[src/design/mts_pkg.sv]
// Shared types and constants for the min-tracking stack.
`default_nettype none
package mts_pkg;

  localparam int DEPTH_DEFAULT      = 64;
  localparam int DATA_WIDTH_DEFAULT = 32;

  // operation codes carried in the request word
  typedef enum logic [1:0] {
    OP_PUSH  = 2'd0,
    OP_POP   = 2'd1,
    OP_QUERY = 2'd2
  } op_t;

  // status codes carried in the response word
  typedef enum logic [1:0] {
    ST_OK        = 2'd0,
    ST_OVERFLOW  = 2'd1,
    ST_UNDERFLOW = 2'd2
  } status_t;

  // control sequencer
  typedef enum logic {
    S_IDLE,
    S_POP_READ
  } state_t;

endpackage
`default_nettype wire

[src/design/mts_in_if.sv]
// Request channel: one stack operation per word.
`default_nettype none
interface mts_in_if #(
  parameter int DATA_WIDTH = mts_pkg::DATA_WIDTH_DEFAULT
) ();
  logic                         valid;
  logic                         ready;
  logic [1:0]                   op;
  logic signed [DATA_WIDTH-1:0] value;

  modport source (output valid, output op, output value, input ready);
  modport sink   (input valid, input op, input value, output ready);
endinterface
`default_nettype wire

[src/design/mts_out_if.sv]
// Response channel: stack summary after each operation.
`default_nettype none
interface mts_out_if #(
  parameter int DATA_WIDTH  = mts_pkg::DATA_WIDTH_DEFAULT,
  parameter int COUNT_WIDTH = $clog2(mts_pkg::DEPTH_DEFAULT + 1)
) ();
  logic                         valid;
  logic                         ready;
  logic signed [DATA_WIDTH-1:0] top_value;
  logic signed [DATA_WIDTH-1:0] min_value;
  logic [COUNT_WIDTH-1:0]       fill_count;
  logic                         is_empty;
  logic [1:0]                   status;

  modport source (output valid, output top_value, output min_value, output fill_count,
                  output is_empty, output status, input ready);
  modport sink   (input valid, input top_value, input min_value, input fill_count,
                  input is_empty, input status, output ready);
endinterface
`default_nettype wire

[src/design/min_tracking_stack_core.sv]
// Top level: bounded LIFO that also tracks the minimum of its contents.
//
//   channel | dir | payload                                          | word
//   --------+-----+--------------------------------------------------+-----------------
//   req     | in  | op, value                                        | one operation
//   rsp     | out | top_value, min_value, fill_count, is_empty, status | one summary
//
// Push, query and rejected operations give their response in the cycle after acceptance.
// A successful pop passes through S_POP_READ: the entries below the cached tops are read from
// the value and minimum RAMs (registered read data) before the response is built.
// Reset clears the counts, the sequencer, min_popped and rsp.valid; RAM contents are never cleared.
// req.ready is high when idle and the response register is empty or being taken.
`default_nettype none
module min_tracking_stack_core #(
  parameter int DEPTH      = mts_pkg::DEPTH_DEFAULT,
  parameter int DATA_WIDTH = mts_pkg::DATA_WIDTH_DEFAULT
) (
  input wire logic clk,
  input wire logic rst,
  mts_in_if.sink   req,
  mts_out_if.source rsp
);
  import mts_pkg::*;

  localparam int AW = $clog2(DEPTH);
  localparam int CW = $clog2(DEPTH + 1);

  // sequencer and cached state
  state_t                       state, state_next;
  logic [CW-1:0]                vcount, vcount_next;
  logic [CW-1:0]                mcount, mcount_next;
  logic signed [DATA_WIDTH-1:0] top_reg, top_next;
  logic signed [DATA_WIDTH-1:0] min_reg, min_next;
  logic                         min_popped, min_popped_next;

  // memory ports
  logic [DATA_WIDTH-1:0] vrd_data, mrd_data;
  logic [AW-1:0]         vrd_addr, mrd_addr;

  // decode
  logic    accept, is_push, is_pop, push_ok, pop_ok, min_take, min_push, min_pop;
  logic    load_out;
  status_t status_next;

  assign accept   = req.valid && req.ready;
  assign is_push  = accept && (req.op == OP_PUSH);
  assign is_pop   = accept && (req.op == OP_POP);
  assign push_ok  = is_push && (vcount != CW'(DEPTH));
  assign pop_ok   = is_pop && (vcount != '0);
  assign min_take = (mcount == '0) || (req.value <= min_reg);
  assign min_push = push_ok && min_take && (mcount != CW'(DEPTH));
  assign min_pop  = pop_ok && (mcount != '0) && (min_reg == top_reg);

  // read the entries just below the current tops; used only after a pop
  assign vrd_addr = AW'(vcount - CW'(2));
  assign mrd_addr = AW'(mcount - CW'(2));

  mts_ram #(.WIDTH(DATA_WIDTH), .DEPTH(DEPTH)) u_value_ram (
    .clk     (clk),
    .wr_en   (push_ok),
    .wr_addr (vcount[AW-1:0]),
    .wr_data (req.value),
    .rd_addr (vrd_addr),
    .rd_data (vrd_data)
  );

  mts_ram #(.WIDTH(DATA_WIDTH), .DEPTH(DEPTH)) u_min_ram (
    .clk     (clk),
    .wr_en   (min_push),
    .wr_addr (mcount[AW-1:0]),
    .wr_data (req.value),
    .rd_addr (mrd_addr),
    .rd_data (mrd_data)
  );

  // next state
  always_comb begin
    state_next = state;
    unique case (state)
      S_IDLE: begin
        if (pop_ok) begin
          state_next = S_POP_READ;
        end
      end
      S_POP_READ: state_next = S_IDLE;
      default:    state_next = S_IDLE;
    endcase
  end

  // datapath and response control
  always_comb begin
    vcount_next     = vcount;
    mcount_next     = mcount;
    top_next        = top_reg;
    min_next        = min_reg;
    min_popped_next = min_popped;
    status_next     = ST_OK;
    load_out        = 1'b0;
    unique case (state)
      S_IDLE: begin
        if (accept) begin
          if (is_push && !push_ok) begin
            status_next = ST_OVERFLOW;
          end else if (is_pop && !pop_ok) begin
            status_next = ST_UNDERFLOW;
          end
          if (push_ok) begin
            vcount_next = vcount + CW'(1);
            top_next    = req.value;
          end
          if (min_push) begin
            mcount_next = mcount + CW'(1);
            min_next    = req.value;
          end
          if (pop_ok) begin
            vcount_next     = vcount - CW'(1);
            min_popped_next = min_pop;
            if (min_pop) begin
              mcount_next = mcount - CW'(1);
            end
          end else begin
            load_out = 1'b1;
          end
        end
      end
      S_POP_READ: begin
        load_out = 1'b1;
        if (vcount != '0) begin
          top_next = $signed(vrd_data);
        end
        if (min_popped && (mcount != '0)) begin
          min_next = $signed(mrd_data);
        end
      end
      default: ;
    endcase
  end

  // control registers
  always_ff @(posedge clk) begin
    if (rst) begin
      state      <= S_IDLE;
      vcount     <= '0;
      mcount     <= '0;
      min_popped <= 1'b0;
      rsp.valid  <= 1'b0;
    end else begin
      state      <= state_next;
      vcount     <= vcount_next;
      mcount     <= mcount_next;
      min_popped <= min_popped_next;
      if (load_out) begin
        rsp.valid <= 1'b1;
      end else if (rsp.ready) begin
        rsp.valid <= 1'b0;
      end
    end
  end

  // cached tops and response word
  always_ff @(posedge clk) begin
    top_reg <= top_next;
    min_reg <= min_next;
    if (load_out) begin
      rsp.top_value  <= (vcount_next != '0) ? top_next : '0;
      rsp.min_value  <= ((vcount_next != '0) && (mcount_next != '0)) ? min_next : '0;
      rsp.fill_count <= vcount_next;
      rsp.is_empty   <= (vcount_next == '0);
      rsp.status     <= status_next;
    end
  end

  assign req.ready = (state == S_IDLE) && (!rsp.valid || rsp.ready);

endmodule
`default_nettype wire

[src/design/mts_ram.sv]
// Generic single-write, single-read RAM with registered read data.
`default_nettype none
module mts_ram #(
  parameter int WIDTH = mts_pkg::DATA_WIDTH_DEFAULT,
  parameter int DEPTH = mts_pkg::DEPTH_DEFAULT
) (
  input  wire logic                     clk,
  input  wire logic                     wr_en,
  input  wire logic [$clog2(DEPTH)-1:0] wr_addr,
  input  wire logic [WIDTH-1:0]         wr_data,
  input  wire logic [$clog2(DEPTH)-1:0] rd_addr,
  output      logic [WIDTH-1:0]         rd_data
);

  logic [WIDTH-1:0] mem [DEPTH];

  always_ff @(posedge clk) begin
    if (wr_en) begin
      mem[wr_addr] <= wr_data;
    end
    rd_data <= mem[rd_addr];
  end

endmodule
`default_nettype wire
[src/flat_wrapper.sv]
// flat-port wrapper written by rule: the top's interface ports become plain ports
module min_tracking_stack_core_flat import mts_pkg::*;
#(
  parameter int DEPTH      = mts_pkg::DEPTH_DEFAULT,
  parameter int DATA_WIDTH = mts_pkg::DATA_WIDTH_DEFAULT
)
  (clk, rst, req_valid, req_op, req_value, req_ready, rsp_valid, rsp_top_value, rsp_min_value, rsp_fill_count, rsp_is_empty, rsp_status, rsp_ready);
  mts_in_if #(.DATA_WIDTH(DATA_WIDTH)) req_i ();
  mts_out_if #(.DATA_WIDTH(DATA_WIDTH)) rsp_i ();
  input wire logic clk;
  input wire logic rst;
  input wire logic [$bits(req_i.valid)-1:0] req_valid;
  input wire logic [$bits(req_i.op)-1:0] req_op;
  input wire logic [$bits(req_i.value)-1:0] req_value;
  output wire logic [$bits(req_i.ready)-1:0] req_ready;
  output wire logic [$bits(rsp_i.valid)-1:0] rsp_valid;
  output wire logic [$bits(rsp_i.top_value)-1:0] rsp_top_value;
  output wire logic [$bits(rsp_i.min_value)-1:0] rsp_min_value;
  output wire logic [$bits(rsp_i.fill_count)-1:0] rsp_fill_count;
  output wire logic [$bits(rsp_i.is_empty)-1:0] rsp_is_empty;
  output wire logic [$bits(rsp_i.status)-1:0] rsp_status;
  input wire logic [$bits(rsp_i.ready)-1:0] rsp_ready;
  assign req_i.valid = req_valid;
  assign req_i.op = req_op;
  assign req_i.value = req_value;
  assign req_ready = req_i.ready;
  assign rsp_valid = rsp_i.valid;
  assign rsp_top_value = rsp_i.top_value;
  assign rsp_min_value = rsp_i.min_value;
  assign rsp_fill_count = rsp_i.fill_count;
  assign rsp_is_empty = rsp_i.is_empty;
  assign rsp_status = rsp_i.status;
  assign rsp_i.ready = rsp_ready;
  min_tracking_stack_core #(.DEPTH(DEPTH), .DATA_WIDTH(DATA_WIDTH)) u_core (.clk(clk), .rst(rst), .req(req_i), .rsp(rsp_i));
endmodule
[config.mk]
export PLATFORM = sky130hd
export DESIGN_NAME = min_tracking_stack_core_flat
export DESIGN_NICKNAME = d
export VERILOG_FILES = /design/src/design/mts_pkg.sv /design/src/design/mts_in_if.sv /design/src/design/mts_out_if.sv /design/src/design/min_tracking_stack_core.sv /design/src/design/mts_ram.sv /design/src/flat_wrapper.sv
export SDC_FILE = /design/constraint.sdc
export NUM_CORES = 2
export LEC_CHECK = 0
export BUFFER_PORTS_ARGS = -buffer_cell sky130_fd_sc_hd__clkbuf_2
export CORE_UTILIZATION = 43
export DETAILED_ROUTE_END_ITERATION = 10
export GPL_TIMING_DRIVEN = 1
export PLACE_DENSITY = 0.68
export SYNTH_ARGS = -nofsm -noshare
export SYNTH_HDL_FRONTEND = slang
export SYNTH_SLANG_ARGS = --single-unit
[constraint.sdc]
create_clock -name clk -period 6.5 [get_ports clk]
set_input_delay 0.65 -clock clk [delete_from_list [all_inputs] [get_ports clk]]
set_output_delay 0.65 -clock clk [all_outputs]
set_load 0.02 [all_outputs]
# [After elaboration in Yosys (flattened, before gate mapping)]
# Memories as Yosys holds them, arrays and structs flattened. A register that Yosys moved wholly into a read port is not among the register bits.
# Index checks and enable logic that the tools add are counted.
[classes] eq_ne=4 bitwise=2 addsub=6 reduce_logical=30 order_cmp=1 n_mux=30
[op_table] op="$mux 32" n=6
[op_table] op="$pmux 32 s2" n=2
[op_table] op="$mux 7" n=9
[op_table] op="$eq 32x32->1" n=1
[op_table] op="$le 32x32->1" n=1
[op_table] op="$reduce_bool 7->1" n=4
[op_table] op="$add 7x1->7 const B" n=2
[op_table] op="$logic_and 1x1->1" n=14
[op_table] op="$logic_not 7->1" n=2
[op_table] op="$ne 7x7->1 const B" n=2
[op_table] op="$sub 7x1->7 const B" n=2
[op_table] op="$sub 6x2->6 const B" n=2
[op_table] op="$mux 1" n=10
[op_table] op="$pmux 1 s2" n=2
[op_table] op="$logic_not 1->1" n=3
[op_table] op="$reduce_and 3->1" n=1
[op_table] op="$reduce_or 3->1" n=1
[op_table] op="$eq 2x1->1 const B" n=1
[op_table] op="$logic_not 2->1" n=1
[op_table] op="$logic_or 1x1->1" n=2
[op_table] op="$mux 2" n=1
[op_table] op="$not 1->1" n=2
[op_table] op="$reduce_bool 2->1" n=1
[op_table] op="$reduce_or 2->1" n=1
[totals] n_memories=2 inputBits=38 word_cells=88 register_bits=155 output_inout_bits=76 ram_bits=4096
[mem_list] memory="u_core.u_min_ram.mem" words=64 word_bits=32 rd=1 rd_clocked_by_memory_dff=1 write_ports=1 line="mts_ram.sv:15" text="logic [WIDTH-1:0] mem [DEPTH];"
[mem_list] memory="u_core.u_value_ram.mem" words=64 word_bits=32 rd=1 rd_clocked_by_memory_dff=1 write_ports=1 line="mts_ram.sv:15"

# [Depth between registers and ports, before layout]
[depth] ltp_word=15 ltp_mapped=18 ltp_nobuf=12

# [Cells and area by module]
# From an unflattened synthesis, not the netlist that was laid out.
[unflattened] hier_cells=7539 hier_area_um2=165590.1
[modules_own_cells] mod="mts_ram" instances=2 area_per_inst_um2=78515.3 seq_area_each_um2=62139.6 cells_each=3324
[modules_own_cells] mod="min_tracking_stack_core" instances=1 area_per_inst_um2=8559.5 seq_area_each_um2=3843.7 cells_each=891

# [Worst setup path after synthesis]
# Ideal clock, no wire load.
[synth_timing] kind="reg-to-reg" start="register u_core.vcount[0]" end="memory u_core.u_min_ram.mem[48][0] in the netlist's numbering (enable)" path_slack_ns=0.732 period_less_slack_ns=5.768 stages_incl_launch_ff=17 setup_time_ns=0.421 n_path_buf=6 required_ns=6.079 arrival_ns=5.347 path_cell_list="dfxtp_1 -> clkbuf_1 -> clkbuf_1 -> buf_1 -> clkbuf_1 -> inv_1 -> ha_1 -> nor4b_2 -> or4_1 -> a21o_1 -> or2_1 -> buf_2 -> or2_2 -> clkbuf_1 -> nor2_1 -> nand2_1 -> nor2_1"
[synth_via] elab_chain_cells=6
[synth_lines] item="from (decl)" line="min_tracking_stack_core.sv:30" text="logic [CW-1:0] vcount, vcount_next;"
[synth_lines] item="from (signal assigned)" line="min_tracking_stack_core.sv:149" text="vcount <= vcount_next;"
[synth_lines] item="$ne 7x7->1" line="min_tracking_stack_core.sv:48" text="assign push_ok = is_push && (vcount != CW'(DEPTH));"
[synth_lines] item="$logic_and 1x1->1" line="min_tracking_stack_core.sv:48"
[synth_lines] item="$logic_and 1x1->1 (2 in series)" line="min_tracking_stack_core.sv:51" text="assign min_push = push_ok && min_take && (mcount != CW'(DEPTH));"
[synth_lines] item="$mux 1" line="mts_ram.sv:18" text="if (wr_en) begin"
[synth_lines] item="$mux 1 (implied by the code)" line="mts_ram.sv:19" text="mem[wr_addr] <= wr_data;"
[synth_lines] item="to (decl)" line="mts_ram.sv:15"
# Every way passes these cells.

# [Worst setup path in the final report]
[layout_timing] start="register u_core.min_reg[15]" end="memory u_core.u_min_ram.mem[50][20] in the netlist's numbering (enable)"
[layout_via] elab_chain_cells=6
[layout_lines] item="from (decl)" line="min_tracking_stack_core.sv:33" text="logic signed [DATA_WIDTH-1:0] min_reg, min_next;"
[layout_lines] item="from (signal assigned)" line="min_tracking_stack_core.sv:163" text="min_reg <= min_next;"
[layout_lines] item="$le 32x32->1" line="min_tracking_stack_core.sv:50" text="assign min_take = (mcount == '0) || (req.value <= min_reg);"
[layout_lines] item="$logic_or 1x1->1" line="min_tracking_stack_core.sv:50"
[layout_lines] item="$logic_and 1x1->1 (2 in series)" line="min_tracking_stack_core.sv:51"
[layout_lines] item="$mux 1" line="mts_ram.sv:18"
[layout_lines] item="$mux 1 (implied by the code)" line="mts_ram.sv:19"
# Every way passes these cells.

==> flow_metrics.py <==
metrics = {
    "run_status": {
        "status": "complete, no violations",
    },
    "placed_design": {
        "pre_cts_slack_ns": 0.617,
        "port_buffers": 113,
        "place.gp.congestion": 0.927,
        "dp.final_hpwl_mm": 266,
    },
    "yosys": {
        "yosysSeqAreaShare": 0.774,
        "yosysTopAreaCellShare": 0.757,
        "synth.most_common_cell": "edfxtp_1",
        "yosysWarnings": 0,
        "syn-num-nets": 7047,
        "synth_common_cells": "4,170 x edfxtp_1, 1,328 x mux4_2, 206 x clkbuf_1",
        "synth_seq_cells": 4315,
        "synth-edff-count": 4170,
        "synth.avg_cell_area_um2": 23.8,
        "synth_cell_types": 65,
        "yosysTopAreaCell": "edfxtp_1",
        "synthCells": 6961,
        "netlist_area_um2": 165000,
        "synth_top_flop_cell": "edfxtp_1",
        "async_flop_share": 0,
        "synth_area_leaders": "edfxtp_1 76%, mux4_2 18%, dfxtp_1 1.8%",
    },
    "critical_path": {
        "regToRegStartpoint": "u_core.min_reg[15]",
        "cpMaxStageDelayCell": "nor2_4",
        "crit_path_max_fanout": 24,
        "crit_required_ns": 7.09,
        "crit_path_start": "u_core.min_reg[15]",
        "critPathMostFrequentCell": "buf_4",
        "cp_slowest_stage_delay_ns": 0.97,
        "worstSetupEndpointType": "flip-flop",
        "crit_type": "flip-flop to flip-flop",
        "arrival_ns": 6.19,
        "crit_path_cell_trace": "inv_1, ha_1, nand4_1, nor4_1, a31oi_1, and2_1, a2bb2o_4, or2_1, buf_4, or2_2, nor2_1, nand2_1, nor2_4, buf_4",
        "cp-start-kind": "flip-flop",
    },
    "hold_path": {
        "min_from": "req_value[0]",
        "hp-class": "input port to flip-flop",
    },
    "power": {
        "powerDensity_nw_per_um2": 323,
        "power_w": 0.0606,
        "p_leak_nw": 56.8,
        "peakVddDrop_v": 0.000239,
    },
    "die": {
        "rows": 227,
        "die_h_um": 622,
        "die_w_um": 622,
        "dieArea_um2": 387000,
        "core-area_um2": 383000,
        "pin_count": 114,
        "start_util": 0.432,
    },
    "drt": {
        "via_count": 79100,
        "drtIter0Drc": 12300,
        "drc": 0,
        "first_pass_iters": 5,
        "routed_wl_mm": 444,
        "wl_per_cell_um": 34.8,
        "ant_nets": 0,
        "vias_per_cell": 6.20,
    },
    "timing": {
        "timing.final.ws_setup_ns": 0.904,
        "period_needed_ns": 5.60,
        "tightest_slew_ns": 1.25,
        "grt_setup_unrepaired": "false",
        "layout_worst_path_cycle_share": 0.861,
        "hold_viol": 0,
        "slew-limit-headroom": 0.154,
        "tns_ns": 0,
        "setup_viol": 0,
        "max_freq_ghz": 0.179,
        "finalMaxSlewViolations": 0,
        "fin_worst_skew_ns": 0.0643,
    },
    "global_routing": {
        "grt_pass1_wl_mm": 616,
        "first_global_vias": 77600,
        "grt_max_degree": 144,
        "antenna_found_initial": 44,
        "overflow": 0,
        "track_usage": 0.226,
    },
    "final_layout": {
        "fillCellCount": 29500,
        "fin_nets": 7475,
        "register_area_um2": 128000,
        "multiInputGateArea_um2": 36800,
        "area_delta_synth_final_pct": 13.4,
        "top_regs": "u_core.u_min_ram.mem (2048), u_core.u_value_ram.mem (2048)",
        "drive_gt1_frac": 0.323,
    },
    "clock_network": {
        "cts_setup_buffers": 0,
        "cts-resized-gates": 0,
        "ctsLongestPathBuffers": 4,
        "clkSinkCount": 4315,
        "cts.reportedPaths.clkPinSlew_ns": 0.06,
        "root_buffer": "clkbuf_16",
        "cts_max_level": 5,
        "clock_latency_ns": 0.92,
        "cts_tree": "yes",
        "numCtsBuffers": 396,
        "cts_hold_buffers": 0,
    },
    "job": {
        "drv_cap": 0,
    },
}
[metrics by stage]
step,cells,area [µm²],hold WS [ns],util
2_1_floorplan,6961,165000,0.437,-
3_3_place_gp,12000,175000,0.457,0.456
3_5_place_dp,12000,175000,0.463,0.456
4_1_cts,12700,188000,0.0643,0.490
5_1_grt,12800,188000,0.106,0.491
6_report,12800,188000,0.129,0.491
[layout by cell type (no fill, tap or decap), types with 57 or more instances in the layout]
master	n
a21oi_1	85
and2_1	57
buf_4	291
clkbuf_1	67
clkbuf_16	401
clkbuf_2	81
clkinv_1	77
clkinv_2	78
dfxtp_1	140
edfxtp_1	4170
mux2i_1	73
mux4_2	1328
nand2_1	142
nor2_4	129
[where the power goes]
part	internal (W)	leakage (nW)	switching [W]
Clock	0.0135	6.38	0.0101
Sequential	0.0309	38.8	0.000500
Combinational	0.00215	11.7	0.00340
Total	0.0466	56.8	0.0140
[routing by layer]
layer | up-vias | global-route usage | share of wire
li1 | 30700 | - | -
met3 | 725 | 0.0487 | 0.10
met4 | 8 | 0.0981 | 0.049
met2 | 4779 | 0.350 | 0.47
met1 | 43000 | 0.312 | 0.38
met5 | - | 0 | 0.00013
[cell type report]
cell class,count,area share
clock buffers,475,0.0553
flip-flops and latches,4315,0.683
well taps,5038,0.0336
clock inverters,245,0.0142
diodes,22,0.000293
multi-input cells,2227,0.196
repair buffers,401,0.0169
inverters,48,0.000960
[worst max-delay path, delay by kind of cell, from the launching register on]
family                     cells  cell delay (ns)
AOI/OAI and AO/OA              2             0.50
adders and majority gates      1             0.31
buffers and inverters          3             0.53
DFF                            1             0.39
and+or+nand+nor                8             3.52
[cells by family after synthesis]
kind of cell | count (synthesis) | synth area share
adder cells (fa/ha/maj) | 48 | 0.00363
buffers and inverters | 419 | 0.00999
flip-flops | 4315 | 0.774
XOR/XNOR | 49 | 0.00259
AO/OA/AOI/OAI | 213 | 0.00891
AND/OR/NAND/NOR | 512 | 0.0151
multiplexers | 1405 | 0.185
[final timing paths]
| path | to | slack [ns] | cells past startpoint |
|---|---|---|---|
| hold / removal | u_core.u_value_ram.mem[60][0] | 0.13 | 1 |
| setup / recovery | u_core.u_min_ram.mem[50][20] | 0.90 | 14 |
| hold reg to reg | u_core.min_popped | 0.47 | 2 |
| setup reg to reg | u_core.u_min_ram.mem[50][20] | 0.90 | 14 |
(Power assumes the default switching activity.)
